==> src/rtl/bvpe_pkg.sv <==
//------------------------------------------------------------------------------
// Bitmap video pixel expander package
// Shared types, codes, palette and frame-length tables for the expander.
//------------------------------------------------------------------------------
`default_nettype none

package bvpe_pkg;

   // Configuration port
   localparam int CSR_INDEX_W = 2;
   localparam int CSR_DATA_W  = 6;
   localparam logic [CSR_INDEX_W-1:0] CSR_VIDEO_BASE = 2'd0;
   localparam logic [CSR_INDEX_W-1:0] CSR_MEM_MODE   = 2'd1;
   localparam logic [CSR_INDEX_W-1:0] CSR_DISP_CTL   = 2'd2;

   // Register reset values
   localparam logic [5:0] VIDEO_BASE_RST = 6'd2;

   // Memory controller mode that selects DMA
   localparam logic [2:0] SAM_DMA = 3'd7;

   // Graphics mode codes
   localparam logic [2:0] GM_1C = 3'd0;
   localparam logic [2:0] GM_1R = 3'd1;
   localparam logic [2:0] GM_2C = 3'd2;
   localparam logic [2:0] GM_2R = 3'd3;
   localparam logic [2:0] GM_3C = 3'd4;
   localparam logic [2:0] GM_3R = 3'd5;
   localparam logic [2:0] GM_6C = 3'd6;
   localparam logic [2:0] GM_6R = 3'd7;
   localparam logic [3:0] GM_NONE = 4'd8;

   // Default depth of the request queue between front and back
   localparam int QUEUE_DEPTH_DEF = 2;

   // One classified request as handed from front to back
   typedef struct packed {
      logic [7:0]  video_byte;
      logic [15:0] byte_address;
      logic [2:0]  mode;
      logic        unsup;
      logic        css;
      logic        frame_end;
   } desc_type;

   // 8-entry palette, index = pixel + 4 * colour set
   function automatic logic [3:0] palette_lookup(input logic [2:0] idx);
      logic [3:0] c;
      unique case (idx)
         3'd0:    c = 4'd10;
         3'd1:    c = 4'd14;
         3'd2:    c = 4'd9;
         3'd3:    c = 4'd12;
         3'd4:    c = 4'd15;
         3'd5:    c = 4'd3;
         3'd6:    c = 4'd13;
         default: c = 4'd6;
      endcase
      return c;
   endfunction

   // Frame length in bytes for each graphics mode
   function automatic logic [12:0] frame_len(input logic [2:0] mode);
      logic [12:0] n;
      unique case (mode)
         GM_1C, GM_1R: n = 13'd1024;
         GM_2C:        n = 13'd2048;
         GM_2R:        n = 13'd1536;
         GM_3C, GM_3R: n = 13'd3072;
         default:      n = 13'd6144;
      endcase
      return n;
   endfunction

endpackage

`default_nettype wire

==> src/rtl/bvpe_if.sv <==
//------------------------------------------------------------------------------
// Bitmap video pixel expander channels
// Valid/ready interfaces for the byte request channel and the pixel channel.
//------------------------------------------------------------------------------
`default_nettype none

interface bvpe_req_if;
   logic       valid;
   logic       ready;
   logic [7:0] video_byte;

   modport source  (output valid, output video_byte, input ready);
   modport sink    (input valid, input video_byte, output ready);
   modport monitor (input valid, input video_byte, input ready);
endinterface

interface bvpe_rsp_if;
   logic        valid;
   logic        ready;
   logic [3:0]  pixel_color;
   logic [15:0] byte_address;
   logic [3:0]  graphics_mode;
   logic        unsupported;
   logic        last_of_byte;
   logic        last_of_frame;

   modport source (output valid, output pixel_color, output byte_address,
                   output graphics_mode, output unsupported, output last_of_byte,
                   output last_of_frame, input ready);
   modport sink   (input valid, input pixel_color, input byte_address,
                   input graphics_mode, input unsupported, input last_of_byte,
                   input last_of_frame, output ready);
   modport monitor (input valid, input pixel_color, input byte_address,
                    input graphics_mode, input unsupported, input last_of_byte,
                    input last_of_frame, input ready);
endinterface

`default_nettype wire

==> src/rtl/bvpe_front.sv <==
//------------------------------------------------------------------------------
// Bitmap video pixel expander front end
// Holds the mode registers and byte counter, classifies each request and
// pushes a descriptor into the queue.
//------------------------------------------------------------------------------
`default_nettype none

module bvpe_front (
   input  wire                                  clock,
   input  wire                                  reset,
   input  wire                                  csr_wr_en,
   input  wire  [bvpe_pkg::CSR_INDEX_W-1:0]     csr_index,
   input  wire  [bvpe_pkg::CSR_DATA_W-1:0]      csr_wr_data,
   input  wire                                  req_valid,
   input  wire  [7:0]                           req_video_byte,
   output logic                                 req_ready,
   input  wire                                  q_full,
   output logic                                 q_push,
   output bvpe_pkg::desc_type                   q_push_data
);
   import bvpe_pkg::*;

   logic [5:0]  video_base_ff, video_base_in;
   logic [2:0]  mem_mode_ff, mem_mode_in;
   logic [4:0]  disp_ctl_ff, disp_ctl_in;
   logic [12:0] byte_counter_ff, byte_counter_in;

   logic        unsup;
   logic [2:0]  mode;
   logic        frame_end;
   logic [13:0] count_next;

   // Register writes
   always_comb begin
      video_base_in = video_base_ff;
      mem_mode_in   = mem_mode_ff;
      disp_ctl_in   = disp_ctl_ff;
      if (csr_wr_en) begin
         unique case (csr_index)
            CSR_VIDEO_BASE: video_base_in = csr_wr_data;
            CSR_MEM_MODE:   mem_mode_in   = csr_wr_data[2:0];
            CSR_DISP_CTL:   disp_ctl_in   = csr_wr_data[4:0];
            default:        ;
         endcase
      end
   end

   // Mode decode and frame position
   always_comb begin
      unsup      = (mem_mode_ff == SAM_DMA) || !disp_ctl_ff[4];
      mode       = disp_ctl_ff[3:1];
      count_next = {1'b0, byte_counter_ff} + 14'd1;
      frame_end  = count_next >= {1'b0, frame_len(mode)};
   end

   assign req_ready = !q_full;
   assign q_push    = req_valid && req_ready;

   always_comb begin
      q_push_data.video_byte   = req_video_byte;
      q_push_data.byte_address = {1'b0, video_base_ff, 9'd0} + {3'd0, byte_counter_ff};
      q_push_data.mode         = mode;
      q_push_data.unsup        = unsup;
      q_push_data.css          = disp_ctl_ff[0];
      q_push_data.frame_end    = frame_end;
   end

   // Counter advances per graphics byte, wraps at frame end, holds otherwise
   always_comb begin
      byte_counter_in = byte_counter_ff;
      if (q_push && !unsup) begin
         byte_counter_in = frame_end ? 13'd0 : count_next[12:0];
      end
   end

   always_ff @(posedge clock) begin
      if (reset) begin
         video_base_ff   <= VIDEO_BASE_RST;
         mem_mode_ff     <= 3'd0;
         disp_ctl_ff     <= 5'd0;
         byte_counter_ff <= 13'd0;
      end else begin
         video_base_ff   <= video_base_in;
         mem_mode_ff     <= mem_mode_in;
         disp_ctl_ff     <= disp_ctl_in;
         byte_counter_ff <= byte_counter_in;
      end
   end

endmodule

`default_nettype wire

==> src/rtl/bvpe_queue.sv <==
//------------------------------------------------------------------------------
// Bitmap video pixel expander descriptor queue
// Small FIFO between front and back; the head is visible without a pop.
//------------------------------------------------------------------------------
`default_nettype none

module bvpe_queue #(
   parameter int DEPTH = bvpe_pkg::QUEUE_DEPTH_DEF
) (
   input  wire                 clock,
   input  wire                 reset,
   input  wire                 push,
   input  bvpe_pkg::desc_type  push_data,
   output logic                full,
   input  wire                 pop,
   output logic                head_valid,
   output bvpe_pkg::desc_type  head
);
   import bvpe_pkg::*;

   localparam int PTR_W = (DEPTH > 1) ? $clog2(DEPTH) : 1;
   localparam int CNT_W = $clog2(DEPTH + 1);

   desc_type             slot_ff [DEPTH];
   logic [PTR_W-1:0]     wr_ptr_ff, wr_ptr_in;
   logic [PTR_W-1:0]     rd_ptr_ff, rd_ptr_in;
   logic [CNT_W-1:0]     count_ff, count_in;

   function automatic logic [PTR_W-1:0] ptr_inc(input logic [PTR_W-1:0] p);
      return (p == PTR_W'(DEPTH - 1)) ? '0 : p + 1'b1;
   endfunction

   assign full       = (count_ff == CNT_W'(DEPTH));
   assign head_valid = (count_ff != '0);
   assign head       = slot_ff[rd_ptr_ff];

   // Pointer and fill tracking
   always_comb begin
      wr_ptr_in = push ? ptr_inc(wr_ptr_ff) : wr_ptr_ff;
      rd_ptr_in = pop ? ptr_inc(rd_ptr_ff) : rd_ptr_ff;
      count_in  = count_ff;
      if (push && !pop) begin
         count_in = count_ff + 1'b1;
      end else if (pop && !push) begin
         count_in = count_ff - 1'b1;
      end
   end

   always_ff @(posedge clock) begin
      if (reset) begin
         wr_ptr_ff <= '0;
         rd_ptr_ff <= '0;
         count_ff  <= '0;
      end else begin
         wr_ptr_ff <= wr_ptr_in;
         rd_ptr_ff <= rd_ptr_in;
         count_ff  <= count_in;
      end
   end

   // Storage, no reset
   always_ff @(posedge clock) begin
      if (push) begin
         slot_ff[wr_ptr_ff] <= push_data;
      end
   end

endmodule

`default_nettype wire

==> src/rtl/bvpe_back.sv <==
//------------------------------------------------------------------------------
// Bitmap video pixel expander back end
// Walks the head descriptor into the output register, one pixel per cycle while not stalled.
//------------------------------------------------------------------------------
`default_nettype none

module bvpe_back (
   input  wire                 clock,
   input  wire                 reset,
   input  wire                 head_valid,
   input  bvpe_pkg::desc_type  head,
   output logic                pop,
   bvpe_rsp_if.source          rsp
);
   import bvpe_pkg::*;

   logic [3:0] step_ff, step_in;
   logic       out_valid_ff, out_valid_in;
   logic [3:0] color_ff;
   logic [15:0] addr_ff;
   logic [3:0] gmode_ff;
   logic       unsup_ff, lob_ff, lof_ff;

   logic       fire;
   logic       dbl;
   logic [3:0] last_step;
   logic       is_last;
   logic [2:0] pix_idx;
   logic [1:0] pair;
   logic [3:0] color;

   // Pixel count per byte and which pixel this step shows
   always_comb begin
      dbl = (head.mode == GM_3R) || (head.mode == GM_6C);
      priority if (head.unsup) begin
         last_step = 4'd0;
      end else if (head.mode[0]) begin
         last_step = dbl ? 4'd15 : 4'd7;
      end else begin
         last_step = dbl ? 4'd7 : 4'd3;
      end
      is_last = (step_ff == last_step);
      pix_idx = dbl ? step_ff[3:1] : step_ff[2:0];
      pair    = head.video_byte[{~pix_idx[1:0], 1'b1} -: 2];
      priority if (head.unsup) begin
         color = 4'd0;
      end else if (head.mode[0]) begin
         color = head.video_byte[~pix_idx] ? palette_lookup({head.css, 2'b00}) : 4'd0;
      end else begin
         color = palette_lookup({head.css, pair});
      end
   end

   assign fire = head_valid && (!out_valid_ff || rsp.ready);
   assign pop  = fire && is_last;

   always_comb begin
      step_in = step_ff;
      if (fire) begin
         step_in = is_last ? 4'd0 : step_ff + 4'd1;
      end
      out_valid_in = fire || (out_valid_ff && !rsp.ready);
   end

   always_ff @(posedge clock) begin
      if (reset) begin
         step_ff      <= 4'd0;
         out_valid_ff <= 1'b0;
      end else begin
         step_ff      <= step_in;
         out_valid_ff <= out_valid_in;
      end
   end

   // Output payload register
   always_ff @(posedge clock) begin
      if (fire) begin
         color_ff <= color;
         addr_ff  <= head.byte_address;
         gmode_ff <= head.unsup ? GM_NONE : {1'b0, head.mode};
         unsup_ff <= head.unsup;
         lob_ff   <= is_last;
         lof_ff   <= is_last && head.frame_end && !head.unsup;
      end
   end

   assign rsp.valid         = out_valid_ff;
   assign rsp.pixel_color   = color_ff;
   assign rsp.byte_address  = addr_ff;
   assign rsp.graphics_mode = gmode_ff;
   assign rsp.unsupported   = unsup_ff;
   assign rsp.last_of_byte  = lob_ff;
   assign rsp.last_of_frame = lof_ff;

endmodule

`default_nettype wire

==> src/rtl/bitmap_video_pixel_expander.sv <==
// An accepted request goes into the queue; its first pixel then enters the output register.
// Throughput: one pixel per cycle out while the output is not stalled; a byte gives 4, 8
// or 16 pixels, one marker pixel in an unsupported mode, as the back end's step counter sets.
// A request is taken while the 2-entry queue has room, so the next byte waits there.
// Reset (synchronous, active high): queue and output empty, byte counter 0,
// video base 2, memory mode 0, display control 0.
//------------------------------------------------------------------------------
// Bitmap video pixel expander
// Expands video-memory bytes of bitmap graphics modes into palette pixels.
//------------------------------------------------------------------------------
`default_nettype none

module bitmap_video_pixel_expander #(
   parameter int QUEUE_DEPTH = bvpe_pkg::QUEUE_DEPTH_DEF
) (
   input  wire                               clock,
   input  wire                               reset,
   input  wire                               csr_wr_en,
   input  wire  [bvpe_pkg::CSR_INDEX_W-1:0]  csr_index,
   input  wire  [bvpe_pkg::CSR_DATA_W-1:0]   csr_wr_data,
   bvpe_req_if.sink                          req_chan,
   bvpe_rsp_if.source                        rsp_chan
);
   import bvpe_pkg::*;

   logic     q_push, q_full, q_pop, q_head_valid;
   desc_type q_push_data, q_head;
   logic     req_ready;

   assign req_chan.ready = req_ready;

   bvpe_front u_front (
      .clock          (clock),
      .reset          (reset),
      .csr_wr_en      (csr_wr_en),
      .csr_index      (csr_index),
      .csr_wr_data    (csr_wr_data),
      .req_valid      (req_chan.valid),
      .req_video_byte (req_chan.video_byte),
      .req_ready      (req_ready),
      .q_full         (q_full),
      .q_push         (q_push),
      .q_push_data    (q_push_data)
   );

   bvpe_queue #(.DEPTH(QUEUE_DEPTH)) u_queue (
      .clock      (clock),
      .reset      (reset),
      .push       (q_push),
      .push_data  (q_push_data),
      .full       (q_full),
      .pop        (q_pop),
      .head_valid (q_head_valid),
      .head       (q_head)
   );

   bvpe_back u_back (
      .clock      (clock),
      .reset      (reset),
      .head_valid (q_head_valid),
      .head       (q_head),
      .pop        (q_pop),
      .rsp        (rsp_chan)
   );

endmodule

`default_nettype wire

==> src/flat_wrapper.sv <==
// flat-port wrapper written by rule: the top's interface ports become plain ports
module bitmap_video_pixel_expander_flat import bvpe_pkg::*;
#(
   parameter int QUEUE_DEPTH = bvpe_pkg::QUEUE_DEPTH_DEF
)
  (clock, reset, csr_wr_en, csr_index, csr_wr_data, req_chan_valid, req_chan_video_byte, req_chan_ready, rsp_chan_valid, rsp_chan_pixel_color, rsp_chan_byte_address, rsp_chan_graphics_mode, rsp_chan_unsupported, rsp_chan_last_of_byte, rsp_chan_last_of_frame, rsp_chan_ready);
  bvpe_req_if req_chan_i ();
  bvpe_rsp_if rsp_chan_i ();
  input  wire clock;
  input  wire reset;
  input  wire csr_wr_en;
  input  wire  [bvpe_pkg::CSR_INDEX_W-1:0] csr_index;
  input  wire  [bvpe_pkg::CSR_DATA_W-1:0] csr_wr_data;
  input wire logic [$bits(req_chan_i.valid)-1:0] req_chan_valid;
  input wire logic [$bits(req_chan_i.video_byte)-1:0] req_chan_video_byte;
  output wire logic [$bits(req_chan_i.ready)-1:0] req_chan_ready;
  output wire logic [$bits(rsp_chan_i.valid)-1:0] rsp_chan_valid;
  output wire logic [$bits(rsp_chan_i.pixel_color)-1:0] rsp_chan_pixel_color;
  output wire logic [$bits(rsp_chan_i.byte_address)-1:0] rsp_chan_byte_address;
  output wire logic [$bits(rsp_chan_i.graphics_mode)-1:0] rsp_chan_graphics_mode;
  output wire logic [$bits(rsp_chan_i.unsupported)-1:0] rsp_chan_unsupported;
  output wire logic [$bits(rsp_chan_i.last_of_byte)-1:0] rsp_chan_last_of_byte;
  output wire logic [$bits(rsp_chan_i.last_of_frame)-1:0] rsp_chan_last_of_frame;
  input wire logic [$bits(rsp_chan_i.ready)-1:0] rsp_chan_ready;
  assign req_chan_i.valid = req_chan_valid;
  assign req_chan_i.video_byte = req_chan_video_byte;
  assign req_chan_ready = req_chan_i.ready;
  assign rsp_chan_valid = rsp_chan_i.valid;
  assign rsp_chan_pixel_color = rsp_chan_i.pixel_color;
  assign rsp_chan_byte_address = rsp_chan_i.byte_address;
  assign rsp_chan_graphics_mode = rsp_chan_i.graphics_mode;
  assign rsp_chan_unsupported = rsp_chan_i.unsupported;
  assign rsp_chan_last_of_byte = rsp_chan_i.last_of_byte;
  assign rsp_chan_last_of_frame = rsp_chan_i.last_of_frame;
  assign rsp_chan_i.ready = rsp_chan_ready;
  bitmap_video_pixel_expander #(.QUEUE_DEPTH(QUEUE_DEPTH)) u_core (.clock(clock), .reset(reset), .csr_wr_en(csr_wr_en), .csr_index(csr_index), .csr_wr_data(csr_wr_data), .req_chan(req_chan_i), .rsp_chan(rsp_chan_i));
endmodule
==> config.mk <==
export PLATFORM = sky130hd
export DESIGN_NAME = bitmap_video_pixel_expander_flat
export DESIGN_NICKNAME = d
export VERILOG_FILES = /design/src/rtl/bvpe_pkg.sv /design/src/rtl/bvpe_if.sv /design/src/rtl/bvpe_front.sv /design/src/rtl/bvpe_queue.sv /design/src/rtl/bvpe_back.sv /design/src/rtl/bitmap_video_pixel_expander.sv /design/src/flat_wrapper.sv
export SDC_FILE = /design/constraint.sdc
export NUM_CORES = 1
export LEC_CHECK = 0
export BUFFER_PORTS_ARGS = -buffer_cell sky130_fd_sc_hd__buf_2
export CELL_PAD_IN_SITES_DETAIL_PLACEMENT = 1
export CELL_PAD_IN_SITES_GLOBAL_PLACEMENT = 1
export CORE_MARGIN = 4
export CORE_UTILIZATION = 52
export CTS_CLUSTER_DIAMETER = 120
export DETAILED_ROUTE_END_ITERATION = 8
export GPL_ROUTABILITY_DRIVEN = 0
export GPL_TIMING_DRIVEN = 1
export MAX_ROUTING_LAYER = met4
export PLACE_DENSITY_LB_ADDON = 0.1
export SETUP_SLACK_MARGIN = 0.05
export SLEW_MARGIN = 20
export SYNTH_ARGS = -nofsm -noshare
export SYNTH_HDL_FRONTEND = slang
export SYNTH_SLANG_ARGS = --single-unit
==> constraint.sdc <==
create_clock -name clock -period 6.1 [get_ports clock]
set_input_delay 1.83 -clock clock [delete_from_list [all_inputs] [get_ports clock]]
set_output_delay 1.83 -clock clock [all_outputs]
set_load 0.01 [all_outputs]
==> metrics.md, run 1 <==
| Metric | Value |
|---|---|
| Outcome | finished clean |
| Area of the multi-input gates | 0.00203 mm2 |
| Latest clock arrival within the worst-skew pair | 520 ps |
| Post-CTS sizing | 0 |
| Number of flops mapped to enable cells by yosys | 86 |
| Vias in the first global route | 3957 |
| Post-synth top cells | edfxtp_1 (86), nor2_1 (45), dfxtp_1 (37) |
| Mapped Nets | 451 |
| Max Slew Vio Count | 0 |
| Lkg Pwr | 2.42 nW |
| Yosys reg bits | 123 |
| Post-layout nets | 510 |
| H-tree levels | 4 |
| IO Pins | 50 |
| Count leader, synth | edfxtp_1 |
| Global route overflow | 0 |
| Register share of total power | 40.5% |
| Cell Chain, Critical Path | nand2b_1 > buf_2 |
| Final min period | 3320 ps |
| Post-synthesis instance area | 0.00546 mm2 |
| Switching portion of total power | 30.1% |
| Syn avg cell area | 13.1 um2 |
| Ys async rst share | 0% |
| Register area | 0.00332 mm2 |
| All-Layer GR Usage | 24.1% |
| Setup TNS Final | 0 ps |
| Core area | 0.0103 mm2 |
| Die area | 0.0122 mm2 |
| # fillers | 1040 |
| Cells after DPL | 593 |
| Width of the die | 110 um |
| Setup bufs post-CTS | 0 |
| Relative slew slack | 49.0% |
| Power Dens Cells | 449 mW/mm2 |
| Ys flop type | edfxtp_1 |
| Clk root buf | clkbuf_8 |
| Critical Path Sink Type | primary output |
| Clock sink count | 123 |
| Site Rows | 37 |
| Initial Util | 53.1% |
| Layout Skew | 8.28 ps |
| Gate power share | 23.8% |
| RSZ-0062 raised after global routing | false |
| DR pass1 iterations | 5 |
| CTS clock-pin slew for the worst setup and hold paths | 60 ps |
| Die Ht | 110 um |
| Share of the synthesized area in the top cell type | 47.3% |
| Initial antenna violation count | 0 |
| First-pass GRT wire length | 22000 um |
| P_int | 2.03 mW |
| VDD IR max | 0.204 mV |
| Tcrit/Tclk final | 54.4% |
| Antenna Cells | 0 |
| Synth warn | 0 |
| Clock buffer depth | 2 |
| Critical-path top delay cell | dfxtp_1 |
| Crit Path Class | register to primary output |
| Port buffer count | 49 |
| Post-synth top area cell | edfxtp_1 |
| Iter 0 DRT Violations | 187 |
| Worst Hold Class | register to register |
| Tightest Pin Transition | 762 ps |
| Dominant cells by area after synthesis | edfxtp_1 (47%), dfxtp_1 (14%), mux2i_1 (4.9%) |
| Synth unique cells | 56 |
| Final-report hold violation count | 0 |
| Sequential area share after synthesis | 60.9% |
| Max FO, Critical Path | 5 |
| Count of final setup violators | 0 |
| Critical Path Max Stage Delay | 430 ps |
| Share of layout cells above drive strength 1 | 24.3% |
| Layout Area Growth over Synthesis | 18.2% |
| Detail Placement HPWL | 8330 um |
| DRC | 0 |
| Switch Pwr | 873 uW |
| Hold_buf cts | 0 |
| Crit path arrival time | 1490 ps |
| Drt total wl | 13300 um |
| Clk network pwr share | 35.7% |
| Syn Inst Count | 417 |
| Nature of the critical path startpoint | register |
| CTS tree | yes |
| Final setup margin | 2780 ps |
| Num CTS Buffers | 17 |
| Post-route ant nets | 0 |
| Pin count of the biggest net entering global routing | 37 |
| Peak Freq | 301 MHz |
| Avg Vias per Cell | 5.69 |
| MaxCap Viol Count | 0 |
| WP data required | 4270 ps |
| Finished Layout Cells | 625 |
| Worst slack, placed | 2490 ps |
| WL/cell | 21.3 um |
| Via count | 3555 |
[per-stage QoR]
stage / cell area (um2) / hold slack (ps) / power (mW) / util (%)
after CTS: 6450 / 504 / 2.92 / 62.8
after floorplan: 5460 / 425 / 1.64 / -
after detailed placement: 5840 / 463 / 1.86 / 56.8
after global placement: 5840 / 442 / 1.82 / 56.8
after global routing: 6450 / 533 / 3.04 / 62.8
final: 6450 / 499 / 2.90 / 62.8
[power groups by stage]
stage               registers (mW)  clock network (mW)  logic (mW)
floorplan                     1.20                   0       0.436
global placement              1.18                   0       0.648
detailed placement            1.19                   0       0.677
CTS                           1.18                1.05       0.694
global route                  1.19                1.10       0.746
finish                        1.17                1.03       0.690
[state kept, by name, summed over array words and instances (netlist names), 2 cells and up, named ones only]
signal	cells
u_core.u_front.video_base_ff	6
u_core.u_front.byte_counter_ff	13
u_core.u_front.mem_mode_ff	3
u_core.u_back.rsp.pixel_color	4
u_core.u_queue.slot_ff	60
u_core.u_back.step_ff	4
u_core.u_queue.count_ff	2
u_core.u_back.rsp.graphics_mode	4
u_core.u_front.disp_ctl_ff	5
u_core.u_back.rsp.byte_address	16
[critical path: cells and delay by family (launching register included)]
family	cells	cell delay, ps
flip-flops	1	430
AND/OR/NAND/NOR	1	340
buffers and inverters	1	200
[path summary, 6_finish.rpt]
check	start	slack [ps]	cells after the start	end
setup / recovery	u_core.u_queue.count_ff[0]	2780	2	req_chan_ready
hold / removal	u_core.u_front.mem_mode_ff[0]	500	2	u_core.u_front.mem_mode_ff[0]
setup reg to reg	u_core.u_front.byte_counter_ff[7]	3010	11	u_core.u_front.byte_counter_ff[11]
hold reg to reg	u_core.u_front.mem_mode_ff[0]	500	2	u_core.u_front.mem_mode_ff[0]
[layer usage]
layer / GRT usage, % / vias up / wire [um]
met5: - / - / 0
met4: 7.64 / 0 / 145
met3: 6.52 / 12 / 506
met2: 42.6 / 81 / 7290
met1: 26.4 / 1795 / 5390
li1: - / 1667 / -
[area by class of cell]
type | count | area share (%)
Multi-Input combinational cell | 271 | 31.5
Inverter | 10 | 0.582
Clock inverter | 15 | 3.06
Tap cell | 136 | 2.64
Timing Repair Buffer | 53 | 4.27
Clock buffer | 17 | 6.42
Sequential cell | 123 | 51.5
[cell families (layout without fill, tap and decap cells)]
| logic type | after synthesis | in the layout | share of synthesized area, % |
|---|---|---|---|
| adder cells (fa/ha/maj) | 13 | 13 | 3.12 |
| AO/OA/AOI/OAI | 43 | 43 | 5.98 |
| AND/OR/NAND/NOR | 137 | 137 | 13.1 |
| multiplexers | 50 | 50 | 10.5 |
| XOR/XNOR | 28 | 28 | 4.49 |
| flip-flops | 123 | 123 | 60.9 |
| buffers and inverters | 23 | 95 | 1.92 |
[placed cells by master (no fill, tap or decap), types with 13 or more instances in the layout]
cell type,Yosys,routed
mux2i_1,27,27
edfxtp_1,86,86
dfxtp_1,37,36
mux2_2,19,19
xnor2_1,15,15
buf_2,2,49
nor2_1,45,44
clkbuf_16,0,16
nand2_1,25,25
xor2_1,13,13
(Power assumes the default switching activity.)
==> run 2: changes to the inputs <==
ABC_AREA = 1   (was unset)
CORE_UTILIZATION = 47   (was 52)
clock period = 3.4 ns   (was 6.1 ns; I/O delays follow)
==> metrics.md, run 2 <==
| Metric | Value |
|---|---|
| Worst Hold Class | register to register |
| # fillers | 1253 (+20%) |
| Site Rows | 39 (+5.4%) |
| Count leader, synth | nand2_1 |
| Mapped Nets | 569 (+26%) |
| Core area | 0.0116 mm2 (+13%) |
| Count of final setup violators | 0 (unchanged) |
| Layout Skew | 10.2 ps (+1.92 ps) |
| Placed Area | 0.00604 mm2 (+3.3%) |
| Detail Placement HPWL | 8820 um (+5.9%) |
| Synth warn | 0 (unchanged) |
| Nature of the critical path startpoint | register |
| Initial antenna violation count | 0 (unchanged) |
| Sequential area share after synthesis | 59.0% (-1.8 points) |
| Ys async rst share | 0% (unchanged) |
| CTS clock-pin slew for the worst setup and hold paths | 50 ps (about the same) |
| Post-CTS sizing | 0 (unchanged) |
| MaxCap Viol Count | 0 (unchanged) |
| Peak Freq | 339 MHz |
| DRC | 0 (unchanged) |
| Worst setup path start | u_core.u_front.byte_counter_ff[0] |
| Pin count of the biggest net entering global routing | 32 (-14%) |
| Slack of the worst reg-to-reg path | 450 ps (-2560 ps) |
| Top reg by flops | u_core.u_queue.slot_ff |
| All-Layer GR Usage | 20.0% (-4.1 points) |
| Post-synth top cells | nand2_1 (128), edfxtp_1 (86), inv_1 (51) |
| Crit Path Class | register to register |
| Finished Layout Cells | 761 (+22%) |
| Syn avg cell area | 10.5 um2 (-20%) |
| Largest register FFs | 60 (unchanged) |
| Max Slew Vio Count | 0 (unchanged) |
| Num CTS Buffers | 17 (unchanged) |
| Power after layout | 5.07 mW (+75%) |
| Relative slew slack | 52.9% (+4.0 points) |
| Width of the die | 117 um (+6.3%) |
| Number of flops mapped to enable cells by yosys | 86 (unchanged) |
| Setup TNS Final | 0 ps (unchanged) |
| WP data required | 3670 ps (-600 ps) |
| Synth unique cells | 46 (-18%) |
| CTS tree | yes |
| Vias in the first global route | 4183 (+5.7%) |
| Via count | 3942 (+11%) |
| Post-synthesis instance area | 0.00563 mm2 (+3.1%) |
| Lkg Pwr | 2.74 nW (+13%) |
| RSZ-0062 raised after global routing | false |
| Die Ht | 117 um (+6.3%) |
| Die area | 0.0138 mm2 (+13%) |
| Power Dens Cells | 760 mW/mm2 (+69%) |
| Share of the synthesized area in the top cell type | 45.9% (-1.4 points) |
| Port buffer count | 49 (unchanged) |
| Clk root buf | clkbuf_16 |
| Cells after DPL | 723 (+22%) |
| Commonest non-fill, non-tap cell in the layout | nand2_1 |
| Final-report hold violation count | 0 (unchanged) |
| Yosys reg bits | 123 (unchanged) |
| Cell area after layout | 0.00668 mm2 (+3.4%) |
| Reg2reg end | u_core.u_front.byte_counter_ff[1] |
| H-tree levels | 4 (unchanged) |
| Cell count of the worst reg-to-reg path | 15 (+4) |
| Max FO, Critical Path | 7 (+2) |
| Post-layout nets | 639 (+25%) |
| Clock sink count | 123 (unchanged) |
| Reg-to-Reg Start | u_core.u_front.byte_counter_ff[0] |
| WL/cell | 16.6 um (-22%) |
| Ys flop type | edfxtp_1 |
| Dominant cells by area after synthesis | edfxtp_1 (46%), dfxtp_1 (13%), nand2_1 (8.5%) |
| IO Pins | 50 (unchanged) |
| Iter 0 DRT Violations | 242 (+29%) |
| Latest clock arrival within the worst-skew pair | 410 ps (-110 ps) |
| Tcrit/Tclk final | 86.8% |
| VDD IR max | 0.354 mV (+73%) |
| Crit path arrival time | 3220 ps (+1730 ps) |
| Commonest non-fill, non-tap cells in the layout | nand2_1 (128), edfxtp_1 (86), inv_1 (51) |
| First-pass GRT wire length | 21100 um (-3.9%) |
| Avg Vias per Cell | 5.18 (-8.9%) |
| Worst hold stages | 2 (unchanged) |
| Layout Area Growth over Synthesis | 18.6% |
| Syn Inst Count | 535 (+28%) |
| DR pass1 iterations | 4 (-1) |
| Antenna Cells | 0 (unchanged) |
| Tightest Pin Transition | 700 ps (-62.3 ps) |
| Clock buffer depth | 2 (unchanged) |
| Global route overflow | 0 (unchanged) |
| Outcome | finished clean |
| Hold Path End | u_core.u_front.disp_ctl_ff[4] |
| Initial Util | 48.7% (-4.4 points) |
| Post-route ant nets | 0 (unchanged) |
| Final min period | 2950 ps |
| Drt total wl | 12600 um (-5.4%) |
| Share of layout cells above drive strength 1 | 24.6% (+0.26 points) |
| Critical Path Sink Type | register |
| Worst hold start | u_core.u_front.disp_ctl_ff[4] |
| Post-synth top area cell | edfxtp_1 |
run 2: through the flow:
| step | hold slack [ps] | setup WS (ps) | util, % |
|---|---|---|---|
| after floorplan | 424 | 549 | - |
| after global placement | 434 | 572 | 52.2 |
| after detailed placement | 447 | 402 | 52.2 |
| after CTS | 456 | 351 | 57.3 |
| after global routing | 481 | 124 | 57.7 |
| final | 455 | 450 | 57.7 |
run 2: worst max-delay path by stage:
stage                     slack, ps                           endpoint  depth (start not counted)
after floorplan                 550       u_core.u_queue.slot_ff[1][0]                          2
after global placement          570  u_core.u_front.byte_counter_ff[0]                         16
after detailed placement        400  u_core.u_front.byte_counter_ff[0]                         16
after CTS                       350  u_core.u_front.byte_counter_ff[0]                         16
after global routing            120  u_core.u_front.byte_counter_ff[0]                         16
final                           450  u_core.u_front.byte_counter_ff[1]                         15
run 2: what timing repair did:
item,in CTS,in global routing
endpoints found under the setup margin,0,2
buffers inserted,0,6
hold buffers,0,0
endpoints found under the hold margin,0,0
run 2: worst max-delay path, cell delays in order, from the launching register on:
cell and delay (ps):
dfxtp_1 440, ha_1 230, nand2_1 100, nor3_2 230
nand3_1 150, inv_1 100, nand4_1 100, xor2_1 210
inv_1 80, ha_1 330, inv_1 60, o311ai_1 310
inv_2 140, buf_4 180, nand3b_1 70, a21oi_1 80
run 2: area by class of cell:
type	count	area [um2]	share of cell area, %
clock inverter	7	87.6	1.31
multi-input combinational	343	2000	30.0
sequential	123	3320	49.8
timing repair buffer	65	365	5.47
inverter	55	214	3.21
tap	143	179	2.68
clock buffer	25	505	7.57
run 2: per-layer routing:
layer  vias up  global-route usage (%)  share of wire, %
li1       1942                       -                 -
met1      1932                    24.5                45
met2        50                    32.4                50
met3        18                    4.81               2.8
met4         0                    7.40               1.5
met5         -                       -                 0
run 2: report_power, final:
part | switching, mW | internal (mW)
clock network | 0.595 | 1.17
registers | 0.110 | 1.99
logic | 0.810 | 0.391
total | 1.52 | 3.55
run 2: cell families (layout without fill, tap and decap cells):
logic type / Yosys count / count (layout) / share of synthesized area (%)
AOI/OAI and AO/OA: 70 / 70 / 7.40
xor gates and xnor gates: 20 / 20 / 3.11
adders and majority gates: 13 / 13 / 3.02
buffers and inverters: 69 / 152 / 5.53
DFF: 123 / 123 / 59.0
muxes: 5 / 5 / 0.889
and+or+nand+nor: 235 / 235 / 21.0
==> run 3: changes to the inputs <==
CORE_UTILIZATION = 40   (was 47)
clock period = 3.8 ns   (was 3.4 ns; I/O delays follow)
==> metrics.md, run 3 (synthesized netlist as in run 2, its figures left out) <==
| Metric | Value |
|---|---|
| Critical-path top delay cell | dfxtp_1 |
| CTS tree | yes |
| Iter 0 DRT Violations | 173 (-29%) |
| Clk network pwr share | 36.0% (+1.2 points) |
| Setup TNS Final | 0 ps (unchanged) |
| Layout Area Growth over Synthesis | 18.3% |
| Largest register FFs | 60 (unchanged) |
| Cell area after layout | 0.00666 mm2 (-0.24%) |
| Share of layout cells above drive strength 1 | 23.7% (-0.87 points) |
| Register share of total power | 41.1% (-0.4 points) |
| Core area | 0.0138 mm2 (+20%) |
| IO Pins | 50 (unchanged) |
| Count of final setup violators | 0 (unchanged) |
| RSZ-0062 raised after global routing | false |
| Avg Vias per Cell | 4.95 (-4.4%) |
| Critical Path Sink Type | register |
| P_int | 3.20 mW (-10%) |
| Clock buffer depth | 2 (unchanged) |
| Commonest non-fill, non-tap cells in the layout | nand2_1 (128), edfxtp_1 (86), inv_1 (51) |
| Clk root buf | clkbuf_16 |
| DRC | 0 (unchanged) |
| Detail Placement HPWL | 8720 um (-1.1%) |
| Lkg Pwr | 2.69 nW (-1.7%) |
| Pin count of the biggest net entering global routing | 32 (unchanged) |
| Post-layout nets | 628 (-1.7%) |
| H-tree levels | 4 (unchanged) |
| Initial antenna violation count | 0 (unchanged) |
| Tightest Pin Transition | 951 ps (+251 ps) |
| # fillers | 1539 (+23%) |
| Latest clock arrival within the worst-skew pair | 420 ps (about the same) |
| Final-report hold violation count | 0 (unchanged) |
| Clock sink count | 123 (unchanged) |
| Num CTS Buffers | 17 (unchanged) |
| Worst slack, placed | 765 ps (+364 ps) |
| Critical Path Max Stage Delay | 440 ps (about the same) |
| MaxCap Viol Count | 0 (unchanged) |
| Post-CTS sizing | 0 (unchanged) |
| All-Layer GR Usage | 17.4% (-2.6 points) |
| Port buffer count | 49 (unchanged) |
| First-pass GRT wire length | 21000 um (-0.69%) |
| Vias in the first global route | 4160 (-0.55%) |
| Site Rows | 43 (+10%) |
| Top reg by flops | u_core.u_queue.slot_ff |
| VDD IR max | 0.322 mV (-8.9%) |
| Max FO, Critical Path | 12 (+5) |
| Relative slew slack | 36.0% (-17 points) |
| Power after layout | 4.59 mW (-9.5%) |
| Crit path arrival time | 3480 ps (+260 ps) |
| WL/cell | 16.3 um (-1.8%) |
| Drt total wl | 12800 um (+1.6%) |
| Switch Pwr | 1.39 mW (-8.5%) |
| Die area | 0.0160 mm2 (+16%) |
| Initial Util | 40.7% (-8.0 points) |
| Max Slew Vio Count | 0 (unchanged) |
| Placed Area | 0.00605 mm2 (+0.15%) |
| WP data required | 4150 ps (+480 ps) |
| Hold_buf cts | 0 (unchanged) |
| Final setup margin | 670 ps (+220 ps) |
| Width of the die | 127 um (+7.8%) |
| Outcome | finished clean |
| CTS clock-pin slew for the worst setup and hold paths | 60 ps (about the same) |
| Switching portion of total power | 30.2% (+0.33 points) |
| Commonest non-fill, non-tap cell in the layout | nand2_1 |
| Via count | 3898 (-1.1%) |
| Tcrit/Tclk final | 82.4% (-4.4 points) |
| Cell Chain, Critical Path | ha_1 > nand2_1 > nor3_2 > nand3_1 > inv_1 > nand2_1 > xor2_1 > inv_1 > ha_1 > a21o_1 > a21oi_1 > o311ai_1 > inv_2 > nand2_1 > nand2_1 > nand2_1 > nor2_1 |
| Layout Skew | 9.15 ps (-1.05 ps) |
| Post-route ant nets | 0 (unchanged) |
| Peak Freq | 319 MHz (-5.8%) |
| Crit path top cell by count | nand2_1 |
| Antenna Cells | 0 (unchanged) |
| Global route overflow | 0 (unchanged) |
| Final min period | 3130 ps (+180 ps) |
| Die Ht | 127 um (+7.8%) |
| Gate power share | 22.8% (-0.9 points) |
| Power Dens Cells | 689 mW/mm2 (-9.3%) |
| Worst Hold Class | register to register |
| DR pass1 iterations | 4 (unchanged) |
| Setup bufs post-CTS | 0 (unchanged) |
| Crit Path Class | register to register |
| Nature of the critical path startpoint | register |
run 3: cell types whose count changed in the layout (fill, tap and decap cells not counted):
| cell | delta |
|---|---|
| clkbuf_8 | -2 |
| clkinvlp_4 | +2 |
| clkinv_2 | +1 |
| buf_4 | -11 |
| bufinv_16 | +1 |
| clkbuf_1 | -2 |
| clkinv_1 | -1 |
| clkinv_4 | +1 |
run 3: worst paths after layout:
| kind | startpoint | end | slack [ps] | cells after the start |
|---|---|---|---|---|
| setup / recovery | u_core.u_front.byte_counter_ff[0] | u_core.u_front.byte_counter_ff[2] | 670 | 17 |
| hold reg to reg | u_core.u_front.mem_mode_ff[1] | u_core.u_front.mem_mode_ff[1] | 470 | 2 |
| hold / removal | u_core.u_front.mem_mode_ff[1] | u_core.u_front.mem_mode_ff[1] | 470 | 2 |
| setup reg to reg | u_core.u_front.byte_counter_ff[0] | u_core.u_front.byte_counter_ff[2] | 670 | 17 |
run 3: area by class of cell:
cell class | count | area [um2] | share of cell area (%)
Timing Repair Buffer | 54 | 283 | 4.25
Clock inverter | 11 | 143 | 2.14
Inverter | 55 | 214 | 3.21
Multi-Input combinational cell | 343 | 2000 | 30.0
Clock buffer | 21 | 470 | 7.07
Tap cell | 180 | 225 | 3.38
Sequential cell | 123 | 3320 | 49.9
run 3: layer usage:
metal | vias up | wire length [um] | track usage [%]
met5 | - | 0 | -
li1 | 1924 | - | -
met3 | 9 | 286 | 3.96
met1 | 1927 | 5920 | 21.4
met2 | 38 | 6510 | 28.6
met4 | 0 | 106 | 5.43
run 3: metrics by stage:
step / hold slack (ps) / cells / utilization, %
after global routing: 482 / 787 / 48.2
after CTS: 466 / 787 / 48.2
final: 469 / 787 / 48.2
after detailed placement: 453 / 755 / 43.7
after floorplan: 424 / 535 / -
after global placement: 440 / 755 / 43.7
run 3: power by group through the flow:
stage               registers (mW)  clock network (mW)  logic (mW)
floorplan                     1.98                   0       0.625
global placement              1.90                   0        1.04
CTS                           1.89                1.69        1.08
finish                        1.89                1.65        1.05
detailed placement            1.92                   0        1.07
global route                  1.91                1.76        1.18
run 3: critical path, delay by kind of cell, from the launching register on:
family | cells | cell delay [ps]
and+or+nand+nor | 8 | 990
adders and majority gates | 2 | 440
xor gates and xnor gates | 1 | 250
DFF | 1 | 440
buffers and inverters | 3 | 490
AOI/OAI and AO/OA | 3 | 450
